<file path="src/sfla_pkg.sv">
`default_nettype none
package sfla_pkg;

  localparam int ARENA_BYTES = 4096;
  localparam int HEADER_BYTES = 12;
  localparam int OFS_W = 12;
  localparam int SIZE_W = 13;
  localparam int MAX_WALK = ARENA_BYTES / HEADER_BYTES + 2;
  localparam int STEP_W = $clog2(MAX_WALK + 1);

  localparam logic [OFS_W-1:0] HDR_OFS = OFS_W'(HEADER_BYTES);
  localparam logic [SIZE_W-1:0] HDR_SIZE = SIZE_W'(HEADER_BYTES);
  localparam logic [SIZE_W-1:0] MIN_ARENA = SIZE_W'(2 * HEADER_BYTES);
  localparam logic [SIZE_W-1:0] MAX_ARENA = SIZE_W'(ARENA_BYTES);
  localparam logic [STEP_W-1:0] WALK_LIMIT = STEP_W'(MAX_WALK);

  localparam logic CMD_ALLOC = 1'b0;
  localparam logic CMD_FREE = 1'b1;

  localparam logic CFG_FIT_MODE = 1'b0;
  localparam logic CFG_ARENA_SIZE = 1'b1;

  localparam logic [1:0] FIT_FIRST = 2'd0;
  localparam logic [1:0] FIT_BEST = 2'd1;
  localparam logic [1:0] FIT_WORST = 2'd2;
  localparam logic [1:0] FIT_NONE = 2'd3;

  typedef enum logic [4:0] {
    DP_NOP,
    DP_CLR,
    DP_INIT,
    DP_LOAD,
    DP_A_HEAD,
    DP_A_READ,
    DP_A_EVAL,
    DP_A_W1,
    DP_A_W2,
    DP_A_W3,
    DP_F_CLAIM,
    DP_F_HEAD,
    DP_F_READ,
    DP_F_STEP,
    DP_F_NBRS,
    DP_F_PC,
    DP_F_PCW,
    DP_F_W1,
    DP_F_W2,
    DP_RESP
  } dp_op_t;

  typedef struct packed {
    logic in_cmd;
    logic fm_bad;
    logic walk_end;
    logic found;
    logic first_hit;
    logic split;
    logic free_bad;
    logic granted_hit;
    logic free_walk;
    logic clr_last;
    logic arena_wr;
    logic out_free;
  } dp_status_t;

endpackage
`default_nettype wire

</file>
<file path="src/sfla_ctrl.sv">
`default_nettype none
module sfla_ctrl (
  input  wire                   clk,
  input  wire                   rst,
  input  wire                   in_valid,
  output logic                  in_stall,
  input  sfla_pkg::dp_status_t  st,
  output sfla_pkg::dp_op_t      op
);
  import sfla_pkg::*;

  typedef enum logic [18:0] {
    S_CLEAR  = 19'h00001,
    S_INIT   = 19'h00002,
    S_IDLE   = 19'h00004,
    S_A_HEAD = 19'h00008,
    S_A_TEST = 19'h00010,
    S_A_EVAL = 19'h00020,
    S_A_W1   = 19'h00040,
    S_A_W2   = 19'h00080,
    S_A_W3   = 19'h00100,
    S_F_CHK  = 19'h00200,
    S_F_HEAD = 19'h00400,
    S_F_TEST = 19'h00800,
    S_F_STEP = 19'h01000,
    S_F_PC   = 19'h02000,
    S_F_PCW  = 19'h04000,
    S_F_W1   = 19'h08000,
    S_F_W2   = 19'h10000,
    S_DONE   = 19'h20000,
    S_SPARE  = 19'h40000
  } state_t;

  state_t state, state_next;

  always_ff @(posedge clk) begin
    if (rst) begin
      state <= S_CLEAR;
    end else begin
      state <= state_next;
    end
  end

  assign in_stall = (state != S_IDLE);

  always_comb begin
    state_next = state;
    op = DP_NOP;
    unique case (state)
      S_CLEAR: begin
        op = DP_CLR;
        if (st.clr_last) state_next = S_INIT;
      end
      S_INIT: begin
        op = DP_INIT;
        state_next = S_IDLE;
      end
      S_IDLE: begin
        if (in_valid) begin
          op = DP_LOAD;
          state_next = (st.in_cmd == CMD_FREE) ? S_F_CHK : S_A_HEAD;
        end
      end
      S_A_HEAD: begin
        op = DP_A_HEAD;
        state_next = st.fm_bad ? S_DONE : S_A_TEST;
      end
      S_A_TEST: begin
        if (st.walk_end) begin
          state_next = st.found ? S_A_W1 : S_DONE;
        end else begin
          op = DP_A_READ;
          state_next = S_A_EVAL;
        end
      end
      S_A_EVAL: begin
        op = DP_A_EVAL;
        state_next = st.first_hit ? S_A_W1 : S_A_TEST;
      end
      S_A_W1: begin
        op = DP_A_W1;
        state_next = S_A_W2;
      end
      S_A_W2: begin
        op = DP_A_W2;
        state_next = st.split ? S_A_W3 : S_DONE;
      end
      S_A_W3: begin
        op = DP_A_W3;
        state_next = S_DONE;
      end
      S_F_CHK: begin
        if (st.free_bad || !st.granted_hit) begin
          state_next = S_DONE;
        end else begin
          op = DP_F_CLAIM;
          state_next = S_F_HEAD;
        end
      end
      S_F_HEAD: begin
        op = DP_F_HEAD;
        state_next = S_F_TEST;
      end
      S_F_TEST: begin
        if (st.free_walk) begin
          op = DP_F_READ;
          state_next = S_F_STEP;
        end else begin
          op = DP_F_NBRS;
          state_next = S_F_PC;
        end
      end
      S_F_STEP: begin
        op = DP_F_STEP;
        state_next = S_F_TEST;
      end
      S_F_PC: begin
        op = DP_F_PC;
        state_next = S_F_PCW;
      end
      S_F_PCW: begin
        op = DP_F_PCW;
        state_next = S_F_W1;
      end
      S_F_W1: begin
        op = DP_F_W1;
        state_next = S_F_W2;
      end
      S_F_W2: begin
        op = DP_F_W2;
        state_next = S_DONE;
      end
      S_DONE: begin
        if (st.out_free) begin
          op = DP_RESP;
          state_next = S_IDLE;
        end
      end
      default: begin
        state_next = S_CLEAR;
      end
    endcase
    // A new arena size throws away the list and starts the clearing pass over.
    if (st.arena_wr) begin
      op = DP_NOP;
      state_next = S_CLEAR;
    end
  end

endmodule
`default_nettype wire

</file>
<file path="config.mk">
export PLATFORM = sky130hd
export DESIGN_NAME = sfla_ctrl
export DESIGN_NICKNAME = d
export VERILOG_FILES = /design/src/sfla_pkg.sv /design/src/sfla_ctrl.sv
export SDC_FILE = /design/constraint.sdc
export NUM_CORES = 1
export LEC_CHECK = 0
export ABC_CLOCK_PERIOD_IN_PS = 7950
export CAP_MARGIN = 30
export CORE_MARGIN = 4
export CORE_UTILIZATION = 35
export CTS_CLUSTER_SIZE = 28
export DETAILED_ROUTE_END_ITERATION = 10
export DONT_BUFFER_PORTS = 1
export PLACE_DENSITY = 0.55
export SLEW_MARGIN = 20
export SYNTH_ARGS = -nofsm -noshare
export SYNTH_HDL_FRONTEND = slang
export SYNTH_SLANG_ARGS = --single-unit
</file>
<file path="constraint.sdc">
create_clock -name clk -period 7.95 [get_ports clk]
set_input_delay 1.9875 -clock clk [delete_from_list [all_inputs] [get_ports clk]]
set_output_delay 1.9875 -clock clk [all_outputs]
set_load 0.01 [all_outputs]
</file>
==> impl_metrics.yaml <==
yosys:
  synth_top_area_share_pct: 28.6
  synth_top_family_by_area: "simple AND/OR/NAND/NOR gates"
  synth.avg_cell_area_um2: 7.72
  synth_compound_gate_area_share_pct: 13.9
  synth_fa_ha_area_share_pct: 0
  synth_xor_xnor_area_share_pct: 4.87
  ys_seq_area_share_pct: 28.6
  synth-seq-cells: 18
  synth_edf_count: 0
  synth_area_leaders: "dfxtp_1 (29%), nor4_1 (6.5%), nor2_1 (4.5%)"
  synth_mux_area_share_pct: 0.795
  ys_warn_count: 0
  yosysUniqueCellTypes: 43
  async_flop_share_pct: 0
  yosys_most_used_dff: "dfxtp_1"
  synth_area_leader_cell: "dfxtp_1"
  syn_inst: 163
  synth.top_cells.by_count: "dfxtp_1 (18), nor2_1 (15), nor4_1 (13), nand2_1 (12), nor3_1 (10)"
  yosysMostFrequentCell: "dfxtp_1"
  syn_area_um2: 1260
  yosys.area_share.simple_pct: 46.3
  syn-num-nets: 178
grt:
  antenna_found_initial: 0
  grt_first_pass_wirelength_um: 5290
  grt_pass1_vias: 1078
  grt_usage_pct: 15.4
  overflow: 0
  grt_max_degree: 10
sta:
  setup_tns_ps: 0
  tightest_slew_ps: 877
  rsz0062_at_grt: "false"
  slew_headroom_pct: 41.0
  finalHoldViolations: 0
  clock-skew-final_ps: 2.64
  final.min_clock_period_ps: 4890
  setup_viol: 0
  fin_crit_sh_pct: 61.4
  max_clock_freq_mhz: 205
  slew_viol_final: 0
detailed_routing:
  viasPerCell: 6.00
  dr.pass1.iters: 4
  num_vias: 1213
  ant_nets: 0
  wl_um: 3330
  wire_per_inst_um: 16.5
  drc: 0
  drtIter0Drc: 78
status:
  status: "complete, no violations"
critical_path:
  startpoint_type: "register"
  cp.arrival_ps: 2900
  crit_type: "register to output port"
  end_kind: "output port"
  rr_startpoint: "state[4]"
  critPathMaxFanout: 9
  crit_start: "state[4]"
  cp_data_required_time_ps: 5960
floorplanning:
  initial_core_util_pct: 36.8
  dieHeight_um: 68.0
  core_region_area_um2: 3420
  die_x_um: 68.0
  die-area_um2: 4620
  num_io_pins: 21
  rows: 21
clock_network:
  root_buffer: "clkbuf_4"
  clock-sinks: 18
  holdBufCountCts: 0
  cts_tree: "done"
  cts_buffers: 3
  post_cts_buffers: 0
  clk-insertion-delay-late_ps: 300
  htreeDepth: 1
  clock_path_buffers: 2
  cts-resized-gates: 0
  clk_pin_slew_ps: 100
cells_and_area:
  area_growth_pct: 2.09
  largest_reg_flops: 18
  nets: 173
  fillerInstances: 384
  drive_above_1_share_pct: 7.69
  num_antenna_cells: 0
  largest_register: "state"
  reg_top3: "state (18)"
flow_run:
  maxCapViolCount: 0
placement:
  gp_congestion: 0.916
  port-buffer-count: 0
  hpwl_um: 2620
power:
  power_density_nw_per_um2: 117
  p_leak_nw: 0.440
  peakVddDrop_mv: 0.0595
  power_w: 0.000150
hold_path:
  hold_class: "register to register"
  hold_start: "state[6]"
## area by class of cell
class	count	area (um2)	share of cell area, %
clock buffers	3	22.5	1.75
inverters	4	15.0	1.17
multi-input cells	131	830	64.6
flip-flops and latches	18	360	28.0
well taps	46	57.6	4.48
## path summary, 6_finish.rpt
path / end / slack, ps / cells after the start
setup / recovery: op[0] / 3060 / 5
hold reg to reg: state[7] / 540 / 2
setup reg to reg: state[0] / 5350 / 5
hold / removal: state[7] / 540 / 2
## cells in the final DEF, fill, tap and decap left out, types with 3 or more instances in the layout
cell / synthesis / final
or2_2: 3 / 3
o21ai_0: 4 / 4
nor4_1: 13 / 13
or4_1: 5 / 5
a22oi_1: 3 / 3
nand2_1: 12 / 12
clkbuf_4: 0 / 3
a21oi_1: 5 / 5
xnor2_1: 5 / 5
inv_1: 4 / 4
nor2_1: 15 / 15
nand3b_1: 3 / 3
or3_1: 3 / 3
nand2b_1: 7 / 7
a31oi_1: 5 / 5
and3_1: 6 / 6
dfxtp_1: 18 / 18
nand3_1: 3 / 3
nor3_1: 10 / 10
## where the power goes
group | switching (W) | internal, W | leakage [nW]
clock network | 0.0000297 | 0.0000177 | 0.0138
logic | 0.00000693 | 0.00000438 | 0.281
registers | 0.000000561 | 0.0000907 | 0.145
total | 0.0000372 | 0.000113 | 0.440
## logic make-up (layout without fill, tap and decap cells)
family,after synthesis,after routing
compound gates,25,25
xor+xnor,7,7
simple gates,98,98
mux,1,1
flops,18,18
buf+inv,14,7
## metal layers
metal  vias up  GRT usage [%]  wire length [um]  part of all wire (%)
met5         -              0                 0                     0
met4         0           2.23                 9                  0.27
met3         2           5.09               246                   7.4
met2        35           24.4              1550                    47
met1       570           20.6              1520                    46
li1        606              -                 -                     -
## worst max-delay path: stages, from the launching register on
cell and delay (ps):
dfxtp_1 400, nor4_1 790, nand2_1 320, or4b_1 630, o311a_1 170, a41oi_2 280
## per-stage QoR
stage / hold WS (ps) / util [%] / setup WS [ps] / instance area, um2 / std cells
2_1_floorplan: 507 / - / 3360 / 1260 / 163
3_3_place_gp: 528 / 37.0 / 3240 / 1260 / 199
3_5_place_dp: 531 / 37.0 / 3200 / 1260 / 199
4_1_cts: 544 / 37.6 / 3130 / 1280 / 202
5_1_grt: 599 / 37.6 / 2780 / 1280 / 202
6_report: 544 / 37.6 / 3060 / 1280 / 202
(Power assumes the default switching activity.)
